**config.mk**
```make
export PLATFORM = sky130hd
export DESIGN_NAME = vcpu_to_pcpu_allocator_unit_flat
export DESIGN_NICKNAME = d
export VERILOG_FILES = /design/src/rtl/vpa_pkg.sv /design/src/rtl/vpa_req_if.sv /design/src/rtl/vpa_rsp_if.sv /design/src/rtl/vpa_slot_store.sv /design/src/rtl/vpa_cpu_eval.sv /design/src/rtl/vpa_seq.sv /design/src/rtl/vcpu_to_pcpu_allocator_unit.sv /design/src/flat_wrapper.sv
export SDC_FILE = /design/constraint.sdc
export NUM_CORES = 1
export LEC_CHECK = 0
export BUFFER_PORTS_ARGS = -buffer_cell sky130_fd_sc_hd__buf_4
export CORE_MARGIN = 3
export CORE_UTILIZATION = 40
export DETAILED_ROUTE_END_ITERATION = 10
export GPL_TIMING_DRIVEN = 1
export SLEW_MARGIN = 10
export SYNTH_ARGS = -nofsm -noshare
export SYNTH_HDL_FRONTEND = slang
export SYNTH_SLANG_ARGS = --single-unit
export TNS_END_PERCENT = 30
```
**constraint.sdc**
```tcl
create_clock -name clock -period 5.9 [get_ports clock]
set_clock_uncertainty 0.05 [all_clocks]
set_input_delay 0.885 -clock clock [delete_from_list [all_inputs] [get_ports clock]]
set_output_delay 0.885 -clock clock [all_outputs]
set_load 0.005 [all_outputs]
```
**src/rtl/vpa_pkg.sv**
```systemverilog
// vpa_pkg: shared types, field widths and codes for the vcpu to pcpu allocator
// used by the channel interfaces and every module of the block

package vpa_pkg;

   localparam int NUM_CPUS_DEF = 8;
   localparam int SLOTS_DEF    = 2;

   localparam int KindW    = 2;
   localparam int VmW      = 4;
   localparam int VcW      = 4;
   localparam int CpuFldW  = 3;
   localparam int ReqW     = 4;
   localparam int AvailW   = 4;
   localparam int NonrtW   = 3;
   localparam int MaxPcW   = 2;
   localparam int CapW     = 2;
   localparam int LoadW    = 2;
   localparam int CsrIdxW  = 1;
   localparam int CsrDataW = 3;

   localparam logic [KindW-1:0] KIND_ALLOC   = 2'd0;
   localparam logic [KindW-1:0] KIND_RELEASE = 2'd1;
   localparam logic [KindW-1:0] KIND_CHECK   = 2'd2;

   localparam logic [CsrIdxW-1:0] CSR_NONRT_COUNT = 1'd0;
   localparam logic [CsrIdxW-1:0] CSR_MAX_PER_CPU = 1'd1;

   localparam logic [NonrtW-1:0] RST_NONRT_COUNT = 3'd3;
   localparam logic [MaxPcW-1:0] RST_MAX_PER_CPU = 2'd2;

   localparam logic [CapW-1:0]   CAP_ONE   = 2'd1;
   localparam logic [CapW-1:0]   CAP_TWO   = 2'd2;
   localparam logic [AvailW-1:0] AVAIL_MAX = 4'd15;

   typedef enum logic [1:0] {
      ST_IDLE,
      ST_SCAN,
      ST_FINISH
   } state_type;

   typedef struct packed {
      logic [KindW-1:0]   kind;
      logic               is_rtos;
      logic [VmW-1:0]     vm_id;
      logic [VcW-1:0]     vcpu_id;
      logic [CpuFldW-1:0] release_cpu;
      logic [ReqW-1:0]    requested;
   } req_type;

   typedef struct packed {
      logic               ok;
      logic [CpuFldW-1:0] cpu;
      logic [AvailW-1:0]  available;
   } rsp_type;

   typedef struct packed {
      logic [VmW-1:0] vm;
      logic [VcW-1:0] vc;
   } slot_type;

   typedef struct packed {
      logic [VmW-1:0]  vm;
      logic [VcW-1:0]  vc;
      logic [CapW-1:0] cap;
   } eval_ctl_type;

   typedef struct packed {
      logic empty;
      logic half_other;
      logic has_room;
      logic match_hit;
      logic match_slot;
      logic free_slot;
   } eval_type;

   typedef struct packed {
      logic           wr_en;
      logic           set_valid;
      logic           slot;
      logic [VmW-1:0] vm;
      logic [VcW-1:0] vc;
   } store_cmd_type;

endpackage

```
**src/rtl/vpa_req_if.sv**
```systemverilog
// vpa_req_if: request channel carrying one allocator item
// depends on vpa_pkg for field widths

interface vpa_req_if;
   import vpa_pkg::*;

   logic               valid;
   logic               ready;
   logic [KindW-1:0]   kind;
   logic               is_rtos;
   logic [VmW-1:0]     vm_id;
   logic [VcW-1:0]     vcpu_id;
   logic [CpuFldW-1:0] release_cpu;
   logic [ReqW-1:0]    requested;

   modport source (
      output valid, kind, is_rtos, vm_id, vcpu_id, release_cpu, requested,
      input  ready
   );

   modport sink (
      input  valid, kind, is_rtos, vm_id, vcpu_id, release_cpu, requested,
      output ready
   );
endinterface

```
**src/rtl/vpa_rsp_if.sv**
```systemverilog
// vpa_rsp_if: response channel carrying one allocator result item
// depends on vpa_pkg for field widths

interface vpa_rsp_if;
   import vpa_pkg::*;

   logic               valid;
   logic               ready;
   logic               ok;
   logic [CpuFldW-1:0] cpu;
   logic [AvailW-1:0]  available;

   modport source (
      output valid, ok, cpu, available,
      input  ready
   );

   modport sink (
      input  valid, ok, cpu, available,
      output ready
   );
endinterface

```
**src/rtl/vpa_slot_store.sv**
```systemverilog
// vpa_slot_store: per-cpu slot rows with valid flags, one registered row read
// and one slot write per cycle; depends on vpa_pkg

module vpa_slot_store #(
   parameter int NUM_CPUS      = vpa_pkg::NUM_CPUS_DEF,
   parameter int SLOTS_PER_CPU = vpa_pkg::SLOTS_DEF
) (
   input  logic                        clock,
   input  logic                        reset,
   input  logic [$clog2(NUM_CPUS)-1:0] rd_row,
   input  logic [$clog2(NUM_CPUS)-1:0] wr_row,
   input  vpa_pkg::store_cmd_type      cmd,
   output logic [SLOTS_PER_CPU-1:0]    rd_valid,
   output vpa_pkg::slot_type           rd_ent [SLOTS_PER_CPU]
);
   import vpa_pkg::*;

   logic [SLOTS_PER_CPU-1:0] valid_ff [NUM_CPUS];
   slot_type                 mem_ff [NUM_CPUS][SLOTS_PER_CPU];
   logic [SLOTS_PER_CPU-1:0] rd_valid_ff;
   slot_type                 rd_ent_ff [SLOTS_PER_CPU];

   always_ff @(posedge clock) begin
      if (reset) begin
         for (int c = 0; c < NUM_CPUS; c++) begin
            valid_ff[c] <= '0;
         end
      end else if (cmd.wr_en) begin
         for (int s = 0; s < SLOTS_PER_CPU; s++) begin
            if (cmd.slot == 1'(s)) begin
               valid_ff[wr_row][s] <= cmd.set_valid;
            end
         end
      end
   end

   always_ff @(posedge clock) begin
      if (cmd.wr_en && cmd.set_valid) begin
         for (int s = 0; s < SLOTS_PER_CPU; s++) begin
            if (cmd.slot == 1'(s)) begin
               mem_ff[wr_row][s] <= '{vm: cmd.vm, vc: cmd.vc};
            end
         end
      end
      rd_valid_ff <= valid_ff[rd_row];
      for (int s = 0; s < SLOTS_PER_CPU; s++) begin
         rd_ent_ff[s] <= mem_ff[rd_row][s];
      end
   end

   assign rd_valid = rd_valid_ff;
   assign rd_ent   = rd_ent_ff;

endmodule

```
**src/rtl/vpa_cpu_eval.sv**
```systemverilog
// vpa_cpu_eval: shared per-cpu evaluation unit, applied to one slot row a cycle
// reports load class, room, release match and free slot; depends on vpa_pkg

module vpa_cpu_eval #(
   parameter int SLOTS_PER_CPU = vpa_pkg::SLOTS_DEF
) (
   input  logic [SLOTS_PER_CPU-1:0] row_valid,
   input  vpa_pkg::slot_type        row_ent [SLOTS_PER_CPU],
   input  vpa_pkg::eval_ctl_type    ctl,
   output vpa_pkg::eval_type        ev
);
   import vpa_pkg::*;

   logic [LoadW-1:0] load;
   logic             holds_vm;
   logic             free_hit;

   always_comb begin
      load     = '0;
      holds_vm = 1'b0;
      free_hit = 1'b0;
      ev       = '0;
      for (int s = 0; s < SLOTS_PER_CPU; s++) begin
         if (row_valid[s]) begin
            load = load + LoadW'(1);
            if (row_ent[s].vm == ctl.vm) begin
               holds_vm = 1'b1;
               if (row_ent[s].vc == ctl.vc && !ev.match_hit) begin
                  ev.match_hit  = 1'b1;
                  ev.match_slot = 1'(s);
               end
            end
         end else if (!free_hit) begin
            free_hit     = 1'b1;
            ev.free_slot = 1'(s);
         end
      end
      ev.empty      = (load == '0);
      ev.half_other = (load == LoadW'(1)) && !holds_vm;
      ev.has_room   = (load < ctl.cap);
   end

endmodule

```
**src/rtl/vpa_seq.sv**
```systemverilog
// vpa_seq: sequencer that walks the cpus of a domain through the eval unit,
// resolves the choice, writes the slot store and holds the result item; uses vpa_pkg

module vpa_seq #(
   parameter int NUM_CPUS      = vpa_pkg::NUM_CPUS_DEF,
   parameter int SLOTS_PER_CPU = vpa_pkg::SLOTS_DEF
) (
   input  logic                         clock,
   input  logic                         reset,
   input  logic                         req_valid,
   output logic                         req_ready,
   input  vpa_pkg::req_type             req,
   output logic                         rsp_valid,
   input  logic                         rsp_ready,
   output vpa_pkg::rsp_type             rsp,
   input  logic [vpa_pkg::NonrtW-1:0]   nonrt_count,
   input  logic [vpa_pkg::MaxPcW-1:0]   max_per_cpu,
   output logic [$clog2(NUM_CPUS)-1:0]  rd_row,
   output vpa_pkg::eval_ctl_type        ctl,
   input  vpa_pkg::eval_type            ev,
   output logic [$clog2(NUM_CPUS)-1:0]  wr_row,
   output vpa_pkg::store_cmd_type       cmd
);
   import vpa_pkg::*;

   localparam int CpuW  = $clog2(NUM_CPUS);
   localparam int CntW  = $clog2(NUM_CPUS + 1);
   localparam int EdgeW = (CntW > 4) ? CntW : 4;

   state_type       state_ff, state_in;
   req_type         item_ff, item_in;
   logic [CpuW-1:0] idx_ff, idx_in;
   logic [CpuW-1:0] last_ff, last_in;
   logic            issue_on_ff, issue_on_in;
   logic            eval_vld_ff, eval_vld_in;
   logic [CpuW-1:0] eval_idx_ff, eval_idx_in;
   logic            got_empty_ff, got_empty_in;
   logic [CpuW-1:0] empty_idx_ff, empty_idx_in;
   logic            got_half_ff, got_half_in;
   logic [CpuW-1:0] half_idx_ff, half_idx_in;
   logic            half_slot_ff, half_slot_in;
   logic            got_match_ff, got_match_in;
   logic            match_slot_ff, match_slot_in;
   logic [CntW-1:0] cnt_ff, cnt_in;
   logic            rsp_valid_ff, rsp_valid_in;
   rsp_type         rsp_ff, rsp_in;

   logic [EdgeW-1:0] edge_raw, edge_cl, dom_lo, dom_hi, dom_last;
   logic             dom_busy, rel_in_range;
   logic [CapW-1:0]  cap_nonrt;
   logic             use_empty, use_half;
   logic [CpuW-1:0]  chosen;
   rsp_type          res;

   always_ff @(posedge clock) begin
      if (reset) begin
         state_ff     <= ST_IDLE;
         issue_on_ff  <= 1'b0;
         eval_vld_ff  <= 1'b0;
         got_empty_ff <= 1'b0;
         got_half_ff  <= 1'b0;
         got_match_ff <= 1'b0;
         cnt_ff       <= '0;
         rsp_valid_ff <= 1'b0;
      end else begin
         state_ff     <= state_in;
         issue_on_ff  <= issue_on_in;
         eval_vld_ff  <= eval_vld_in;
         got_empty_ff <= got_empty_in;
         got_half_ff  <= got_half_in;
         got_match_ff <= got_match_in;
         cnt_ff       <= cnt_in;
         rsp_valid_ff <= rsp_valid_in;
      end
   end

   always_ff @(posedge clock) begin
      item_ff       <= item_in;
      idx_ff        <= idx_in;
      last_ff       <= last_in;
      eval_idx_ff   <= eval_idx_in;
      empty_idx_ff  <= empty_idx_in;
      half_idx_ff   <= half_idx_in;
      half_slot_ff  <= half_slot_in;
      match_slot_ff <= match_slot_in;
      rsp_ff        <= rsp_in;
   end

   // domain bounds of the incoming item
   always_comb begin
      edge_raw     = EdgeW'(nonrt_count) + EdgeW'(1);
      edge_cl      = (edge_raw > EdgeW'(NUM_CPUS)) ? EdgeW'(NUM_CPUS) : edge_raw;
      dom_lo       = req.is_rtos ? edge_cl : EdgeW'(1);
      dom_hi       = req.is_rtos ? EdgeW'(NUM_CPUS) : edge_cl;
      dom_last     = dom_hi - EdgeW'(1);
      dom_busy     = (dom_lo < dom_hi);
      rel_in_range = (EdgeW'(req.release_cpu) < EdgeW'(NUM_CPUS));
      cap_nonrt    = (SLOTS_PER_CPU == 2 && max_per_cpu >= CAP_TWO) ? CAP_TWO : CAP_ONE;
   end

   // resolution of the finished scan
   always_comb begin
      use_empty = got_empty_ff;
      use_half  = !got_empty_ff && got_half_ff && !item_ff.is_rtos && (cap_nonrt == CAP_TWO);
      chosen    = use_empty ? empty_idx_ff : half_idx_ff;
      res       = '0;
      case (item_ff.kind)
         KIND_ALLOC: begin
            res.ok  = use_empty || use_half;
            res.cpu = (use_empty || use_half) ? CpuFldW'(chosen) : '0;
         end
         KIND_RELEASE: begin
            res.ok = 1'b1;
         end
         KIND_CHECK: begin
            res.ok        = (EdgeW'(item_ff.requested) <= EdgeW'(cnt_ff));
            res.available = (EdgeW'(cnt_ff) > EdgeW'(AVAIL_MAX)) ? AVAIL_MAX
                                                                 : AvailW'(cnt_ff);
         end
         default: begin
            res = '0;
         end
      endcase
   end

   always_comb begin
      state_in      = state_ff;
      item_in       = item_ff;
      idx_in        = idx_ff;
      last_in       = last_ff;
      issue_on_in   = issue_on_ff;
      eval_vld_in   = 1'b0;
      eval_idx_in   = eval_idx_ff;
      got_empty_in  = got_empty_ff;
      empty_idx_in  = empty_idx_ff;
      got_half_in   = got_half_ff;
      half_idx_in   = half_idx_ff;
      half_slot_in  = half_slot_ff;
      got_match_in  = got_match_ff;
      match_slot_in = match_slot_ff;
      cnt_in        = cnt_ff;
      rsp_valid_in  = rsp_valid_ff && !rsp_ready;
      rsp_in        = rsp_ff;
      req_ready     = 1'b0;
      cmd           = '0;
      wr_row        = chosen;

      unique case (state_ff)
         ST_IDLE: begin
            req_ready = 1'b1;
            if (req_valid) begin
               item_in      = req;
               got_empty_in = 1'b0;
               got_half_in  = 1'b0;
               got_match_in = 1'b0;
               cnt_in       = '0;
               state_in     = ST_FINISH;
               case (req.kind) inside
                  KIND_ALLOC, KIND_CHECK: begin
                     if (dom_busy) begin
                        idx_in      = CpuW'(dom_lo);
                        last_in     = CpuW'(dom_last);
                        issue_on_in = 1'b1;
                        state_in    = ST_SCAN;
                     end
                  end
                  KIND_RELEASE: begin
                     if (rel_in_range) begin
                        idx_in      = CpuW'(req.release_cpu);
                        last_in     = CpuW'(req.release_cpu);
                        issue_on_in = 1'b1;
                        state_in    = ST_SCAN;
                     end
                  end
                  default: begin
                     state_in = ST_FINISH;
                  end
               endcase
            end
         end

         ST_SCAN: begin
            if (issue_on_ff) begin
               eval_vld_in = 1'b1;
               eval_idx_in = idx_ff;
               if (idx_ff == last_ff) begin
                  issue_on_in = 1'b0;
               end else begin
                  idx_in = idx_ff + CpuW'(1);
               end
            end
            if (eval_vld_ff) begin
               case (item_ff.kind)
                  KIND_ALLOC: begin
                     if (ev.empty && !got_empty_ff) begin
                        got_empty_in = 1'b1;
                        empty_idx_in = eval_idx_ff;
                     end
                     if (ev.half_other && !got_half_ff) begin
                        got_half_in  = 1'b1;
                        half_idx_in  = eval_idx_ff;
                        half_slot_in = ev.free_slot;
                     end
                  end
                  KIND_CHECK: begin
                     if (ev.has_room) begin
                        cnt_in = cnt_ff + CntW'(1);
                     end
                  end
                  KIND_RELEASE: begin
                     got_match_in  = ev.match_hit;
                     match_slot_in = ev.match_slot;
                  end
                  default: begin
                     cnt_in = cnt_ff;
                  end
               endcase
               if (eval_idx_ff == last_ff) begin
                  eval_vld_in = 1'b0;
                  state_in    = ST_FINISH;
               end
            end
         end

         ST_FINISH: begin
            if (!rsp_valid_ff || rsp_ready) begin
               rsp_valid_in = 1'b1;
               rsp_in       = res;
               state_in     = ST_IDLE;
               if (item_ff.kind == KIND_ALLOC && (use_empty || use_half)) begin
                  cmd.wr_en     = 1'b1;
                  cmd.set_valid = 1'b1;
                  cmd.slot      = use_empty ? 1'b0 : half_slot_ff;
                  cmd.vm        = item_ff.vm_id;
                  cmd.vc        = item_ff.vcpu_id;
                  wr_row        = chosen;
               end else if (item_ff.kind == KIND_RELEASE && got_match_ff) begin
                  cmd.wr_en     = 1'b1;
                  cmd.set_valid = 1'b0;
                  cmd.slot      = match_slot_ff;
                  wr_row        = last_ff;
               end
            end
         end

         default: begin
            state_in = ST_IDLE;
         end
      endcase
   end

   assign rd_row    = idx_ff;
   assign ctl.vm    = item_ff.vm_id;
   assign ctl.vc    = item_ff.vcpu_id;
   assign ctl.cap   = item_ff.is_rtos ? CAP_ONE : cap_nonrt;
   assign rsp_valid = rsp_valid_ff;
   assign rsp       = rsp_ff;

   a_write_only_at_finish: assert property (@(posedge clock) disable iff (reset)
      cmd.wr_en |-> state_ff == ST_FINISH)
      else $error("slot store written outside finish");

   a_scan_has_work: assert property (@(posedge clock) disable iff (reset)
      state_ff == ST_SCAN |-> (issue_on_ff || eval_vld_ff))
      else $error("scan state with nothing issued or pending");

   a_never_place_cpu0: assert property (@(posedge clock) disable iff (reset)
      (cmd.wr_en && cmd.set_valid) |-> wr_row != '0)
      else $error("vcpu placed on reserved cpu 0");

   a_count_bounded: assert property (@(posedge clock) disable iff (reset)
      cnt_ff <= CntW'(NUM_CPUS - 1))
      else $error("room count exceeds cpu count");

endmodule

```
**src/rtl/vcpu_to_pcpu_allocator_unit.sv**
```systemverilog
// vcpu_to_pcpu_allocator_unit: places vcpus on physical cpus, one item at a time
// the scan covers n cpus, n = the domain size for allocate and check, 1 for release;
//   with nothing to scan the item goes straight to finish
// items pass one at a time through the single shared cpu eval unit
//   that sees one registered slot row per cycle; the next item may enter while a result waits
// reset: all slots empty, nonrt_cpu_count 3, max_per_cpu 2; no clearing pass

module vcpu_to_pcpu_allocator_unit #(
   parameter int NUM_CPUS      = vpa_pkg::NUM_CPUS_DEF,
   parameter int SLOTS_PER_CPU = vpa_pkg::SLOTS_DEF
) (
   input  logic                          clock,
   input  logic                          reset,
   vpa_req_if.sink                       req_chan,
   vpa_rsp_if.source                     rsp_chan,
   input  logic                          csr_we,
   input  logic [vpa_pkg::CsrIdxW-1:0]   csr_index,
   input  logic [vpa_pkg::CsrDataW-1:0]  csr_wdata
);
   import vpa_pkg::*;

   localparam int CpuW = $clog2(NUM_CPUS);

   logic [NonrtW-1:0] nonrt_ff;
   logic [MaxPcW-1:0] max_pc_ff;

   req_type                  req_item;
   rsp_type                  rsp_item;
   logic [CpuW-1:0]          rd_row, wr_row;
   store_cmd_type            cmd;
   eval_ctl_type             ctl;
   eval_type                 ev;
   logic [SLOTS_PER_CPU-1:0] row_valid;
   slot_type                 row_ent [SLOTS_PER_CPU];

   always_ff @(posedge clock) begin
      if (reset) begin
         nonrt_ff  <= RST_NONRT_COUNT;
         max_pc_ff <= RST_MAX_PER_CPU;
      end else if (csr_we) begin
         unique case (csr_index)
            CSR_NONRT_COUNT: nonrt_ff  <= csr_wdata;
            CSR_MAX_PER_CPU: max_pc_ff <= csr_wdata[MaxPcW-1:0];
            default: begin
               nonrt_ff <= nonrt_ff;
            end
         endcase
      end
   end

   assign req_item.kind        = req_chan.kind;
   assign req_item.is_rtos     = req_chan.is_rtos;
   assign req_item.vm_id       = req_chan.vm_id;
   assign req_item.vcpu_id     = req_chan.vcpu_id;
   assign req_item.release_cpu = req_chan.release_cpu;
   assign req_item.requested   = req_chan.requested;

   assign rsp_chan.ok        = rsp_item.ok;
   assign rsp_chan.cpu       = rsp_item.cpu;
   assign rsp_chan.available = rsp_item.available;

   vpa_seq #(
      .NUM_CPUS      (NUM_CPUS),
      .SLOTS_PER_CPU (SLOTS_PER_CPU)
   ) u_seq (
      .clock       (clock),
      .reset       (reset),
      .req_valid   (req_chan.valid),
      .req_ready   (req_chan.ready),
      .req         (req_item),
      .rsp_valid   (rsp_chan.valid),
      .rsp_ready   (rsp_chan.ready),
      .rsp         (rsp_item),
      .nonrt_count (nonrt_ff),
      .max_per_cpu (max_pc_ff),
      .rd_row      (rd_row),
      .ctl         (ctl),
      .ev          (ev),
      .wr_row      (wr_row),
      .cmd         (cmd)
   );

   vpa_slot_store #(
      .NUM_CPUS      (NUM_CPUS),
      .SLOTS_PER_CPU (SLOTS_PER_CPU)
   ) u_store (
      .clock    (clock),
      .reset    (reset),
      .rd_row   (rd_row),
      .wr_row   (wr_row),
      .cmd      (cmd),
      .rd_valid (row_valid),
      .rd_ent   (row_ent)
   );

   vpa_cpu_eval #(
      .SLOTS_PER_CPU (SLOTS_PER_CPU)
   ) u_eval (
      .row_valid (row_valid),
      .row_ent   (row_ent),
      .ctl       (ctl),
      .ev        (ev)
   );

endmodule
```
**src/flat_wrapper.sv**
```systemverilog
// flat-port wrapper written by rule: the top's interface ports become plain ports
module vcpu_to_pcpu_allocator_unit_flat import vpa_pkg::*;
#(
   parameter int NUM_CPUS      = vpa_pkg::NUM_CPUS_DEF,
   parameter int SLOTS_PER_CPU = vpa_pkg::SLOTS_DEF
)
  (clock, reset, csr_we, csr_index, csr_wdata, req_chan_valid, req_chan_kind, req_chan_is_rtos, req_chan_vm_id, req_chan_vcpu_id, req_chan_release_cpu, req_chan_requested, req_chan_ready, rsp_chan_valid, rsp_chan_ok, rsp_chan_cpu, rsp_chan_available, rsp_chan_ready);
  vpa_req_if req_chan_i ();
  vpa_rsp_if rsp_chan_i ();
  input  logic clock;
  input  logic reset;
  input  logic csr_we;
  input  logic [vpa_pkg::CsrIdxW-1:0] csr_index;
  input  logic [vpa_pkg::CsrDataW-1:0] csr_wdata;
  input wire logic [$bits(req_chan_i.valid)-1:0] req_chan_valid;
  input wire logic [$bits(req_chan_i.kind)-1:0] req_chan_kind;
  input wire logic [$bits(req_chan_i.is_rtos)-1:0] req_chan_is_rtos;
  input wire logic [$bits(req_chan_i.vm_id)-1:0] req_chan_vm_id;
  input wire logic [$bits(req_chan_i.vcpu_id)-1:0] req_chan_vcpu_id;
  input wire logic [$bits(req_chan_i.release_cpu)-1:0] req_chan_release_cpu;
  input wire logic [$bits(req_chan_i.requested)-1:0] req_chan_requested;
  output wire logic [$bits(req_chan_i.ready)-1:0] req_chan_ready;
  output wire logic [$bits(rsp_chan_i.valid)-1:0] rsp_chan_valid;
  output wire logic [$bits(rsp_chan_i.ok)-1:0] rsp_chan_ok;
  output wire logic [$bits(rsp_chan_i.cpu)-1:0] rsp_chan_cpu;
  output wire logic [$bits(rsp_chan_i.available)-1:0] rsp_chan_available;
  input wire logic [$bits(rsp_chan_i.ready)-1:0] rsp_chan_ready;
  assign req_chan_i.valid = req_chan_valid;
  assign req_chan_i.kind = req_chan_kind;
  assign req_chan_i.is_rtos = req_chan_is_rtos;
  assign req_chan_i.vm_id = req_chan_vm_id;
  assign req_chan_i.vcpu_id = req_chan_vcpu_id;
  assign req_chan_i.release_cpu = req_chan_release_cpu;
  assign req_chan_i.requested = req_chan_requested;
  assign req_chan_ready = req_chan_i.ready;
  assign rsp_chan_valid = rsp_chan_i.valid;
  assign rsp_chan_ok = rsp_chan_i.ok;
  assign rsp_chan_cpu = rsp_chan_i.cpu;
  assign rsp_chan_available = rsp_chan_i.available;
  assign rsp_chan_i.ready = rsp_chan_ready;
  vcpu_to_pcpu_allocator_unit #(.NUM_CPUS(NUM_CPUS), .SLOTS_PER_CPU(SLOTS_PER_CPU)) u_core (.clock(clock), .reset(reset), .req_chan(req_chan_i), .rsp_chan(rsp_chan_i), .csr_we(csr_we), .csr_index(csr_index), .csr_wdata(csr_wdata));
endmodule
```
==> flow_summary.json <==
{
  "end_kind": "register",
  "wl_per_cell_um": 20.7,
  "coreArea_um2": 22100,
  "reg2reg_slack_ps": 3130,
  "finalCritPeriodShare_pct": 46.9,
  "cts_root_buf": "clkbuf_16",
  "hold_path_depth": 2,
  "fillers": 1878,
  "critPathMaxFanout": 15,
  "swShare_pct": 21.8,
  "netlist_instances": 581,
  "rsz0062_at_grt": "false",
  "seq_area_frac_synth_pct": 68.2,
  "fin_area_um2": 10300,
  "powerDensity_nw_per_um2": 312,
  "post-route-min-period_ps": 2770,
  "run_status": "finished, final reports clean",
  "avgSynthCellArea_um2": 15.7,
  "p_sw_uw": 700,
  "synthArstFlopShare_pct": 0,
  "cts_resized": 0,
  "routed-via-count": 4954,
  "cts_tree": "built",
  "clock_latency_ps": 500,
  "yosys_warnings": 0,
  "syn-cell-area_um2": 9100,
  "grt_max_degree": 40,
  "synthToLayoutAreaGrowth_pct": 13.2,
  "cts_setup_buffers": 0,
  "max_slew_margin_pct": 21.4,
  "cp.required_ps": 5970,
  "cp.arrival_ps": 2840,
  "syn_nets": 621,
  "ant_nets": 0,
  "seqCellArea_um2": 6210,
  "cts_buffers": 22,
  "route.final.wire_length_um": 18900,
  "rows": 54,
  "hold_class": "register to register",
  "yosysUniqueCellTypes": 50,
  "htreeDepth": 1,
  "grt-ovfl-total": 0,
  "grt_pass1_wl_um": 29100,
  "die_width_um": 157,
  "die_h_um": 157,
  "power_frac_comb_pct": 6.4,
  "start_util_pct": 41.2,
  "drc": 0,
  "cts_hold_buf": 0,
  "antenna_cells": 0,
  "start_kind": "register",
  "hold_viol": 0,
  "ys.flop_type": "edfxtp_1",
  "p_seq_share_pct": 53.7,
  "finalNonFillerCells": 915,
  "finalSetupTns_ps": 0,
  "leakage_uw": 0.00305,
  "io_pins": 37,
  "crit_type": "register to register",
  "setup_viol": 0,
  "routed_via_density": 5.41,
  "p_int_uw": 2510,
  "ir_drop_mv": 0.128,
  "synth_seq_cells": 218,
  "antenna_found_initial": 0,
  "worst_pin_slew_ps": 1180,
  "grt_pass1_vias": 5086,
  "dpl_cell_area_um2": 9630,
  "final_layout_size_suffix_gt1_share_pct": 20.8,
  "drv_cap": 0,
  "first_pass_iters": 6,
  "hold_slack_ps": 443,
  "dp_hpwl_um": 12900,
  "die_area_um2": 24600,
  "clk_pin_slew_worst_paths_ps": 60,
  "clock.fmax_mhz": 361,
  "nNetsFinal": 660,
  "io_buffer_count": 36,
  "r2r.worst_path.cells": 5,
  "clkPwrFrac_pct": 39.9,
  "finalMaxSlewViolations": 0,
  "dp_cells": 876,
  "synth_edf_count": 184,
  "grtUsageTotal_pct": 15.5,
  "place.gp.congestion": 0.835,
  "cts.path.max_buffers": 3,
  "drt-initial-drc-count": 493,
  "multiInputGateArea_um2": 2740,
  "cts.sinks": 218
}
==> synth_stat cells, types with 9 or more instances <==
library cell / number / area, um2
dfxtp_1: 34 / 681
nand2_1: 21 / 78.8
nor3_1: 12 / 60.1
o21ai_0: 11 / 55.1
xnor2_1: 17 / 149
ha_1: 13 / 163
nor2_1: 55 / 206
o21bai_1: 16 / 120
inv_1: 14 / 52.6
edfxtp_1: 184 / 5530
buf_2: 9 / 45.0
a21oi_1: 18 / 90.1
and2_1: 13 / 81.3
nand3_1: 11 / 55.1
nor2b_1: 13 / 81.3
mux2_2: 19 / 214
clkbuf_1: 12 / 45.0
mux4_2: 36 / 811
==> path summary, 6_finish.rpt <==
kind | start | to
worst max register to register | u_core.u_seq.got_empty_ff | u_core.u_store.mem_ff[1][6]
worst max-delay path | u_core.u_seq.got_empty_ff | u_core.u_store.mem_ff[1][6]
worst min-delay path | u_core.u_seq.issue_on_ff | u_core.u_seq.issue_on_ff
worst min register to register | u_core.u_seq.issue_on_ff | u_core.u_seq.issue_on_ff
==> logic make-up (layout without fill, tap and decap cells) <==
logic type | after synthesis | in the layout | share of synthesized area (%)
fa+ha+maj | 13 | 13 | 1.79
flops | 218 | 218 | 68.2
mux | 59 | 59 | 11.7
xor+xnor | 24 | 24 | 2.31
buf+inv | 37 | 91 | 1.73
simple gates | 158 | 158 | 8.88
compound gates | 72 | 72 | 5.38
==> flip-flops by register name, summed over array words and instances, names as in the netlist <==
signal and cells:
u_core.u_seq.got_match_ff 1, u_core.u_seq.rd_row 3, u_core.u_seq.empty_idx_ff 3, u_core.u_store.rd_valid 2, u_core.u_seq.ctl 8, u_core.u_store.valid_ff 16
u_core.u_seq.half_slot_ff 1, u_core.max_pc_ff 1, u_core.u_store.rd_ent 16, u_core.u_seq.rsp 8, u_core.nonrt_ff 3, u_core.u_seq.eval_idx_ff 3
u_core.u_seq.rsp_valid 1, u_core.u_seq.match_slot_ff 1, u_core.u_seq.last_ff 3, u_core.u_store.mem_ff 128, u_core.u_seq.half_idx_ff 3, u_core.u_seq.issue_on_ff 1
u_core.u_seq.item_ff 7, u_core.u_seq.state_ff 2, u_core.u_seq.eval_vld_ff 1, u_core.u_seq.got_empty_ff 1, u_core.u_seq.cnt_ff 4, u_core.u_seq.got_half_ff 1
==> area by class of cell <==
cell class                 instances  area share [%]
sequential                       218            60.3
multi-input combinational        326            26.6
clock buffer                      27            5.93
tap                              280            3.40
timing repair buffer              38            2.77
clock inverter                    12           0.547
inverter                          14           0.510
==> worst max-delay path: stages (launching register included) <==
cell     delay, ps
dfxtp_1        650
inv_1          200
nor3_1         340
o21ai_0        190
o32a_1         290
nor2_1         670
==> power groups by stage <==
stage / Clock (uW) / Sequential [uW] / Combinational, uW
finish: 1280 / 1730 / 204
detailed placement: 0 / 1760 / 208
global placement: 0 / 1760 / 202
global route: 1370 / 1730 / 228
floorplan: 0 / 1740 / 152
CTS: 1310 / 1730 / 208
==> metrics by stage <==
| stage | total power, uW | setup WS, ps | util (%) |
|---|---|---|---|
| global placement | 1960 | 2920 | 43.6 |
| global route | 3330 | 3000 | 46.6 |
| CTS | 3250 | 3180 | 46.6 |
| finish | 3210 | 3130 | 46.6 |
| detailed placement | 1970 | 2860 | 43.6 |
| floorplan | 1890 | 3470 | - |
==> cell usage in the layout (no fill, tap or decap), drive strengths merged, types with 13 or more instances in the layout <==
master / instances
mux2: 19
edfxtp: 184
o21bai: 16
inv: 14
mux4: 36
dfxtp: 34
nor2: 55
buf: 38
nand2: 23
nor3: 13
nor2b: 13
ha: 13
clkbuf: 27
and2: 13
a21oi: 18
xnor2: 17
==> layer usage <==
layer  global-route usage, %  vias up  share of wire, %
li1                        -     2300                 -
met1                    21.2     2519                44
met2                    26.2      109                50
met3                    1.88       26               3.8
met4                    4.09        0               1.9
met5                       0        -                 0
No activity file was read; power rests on OpenSTA's default activity.
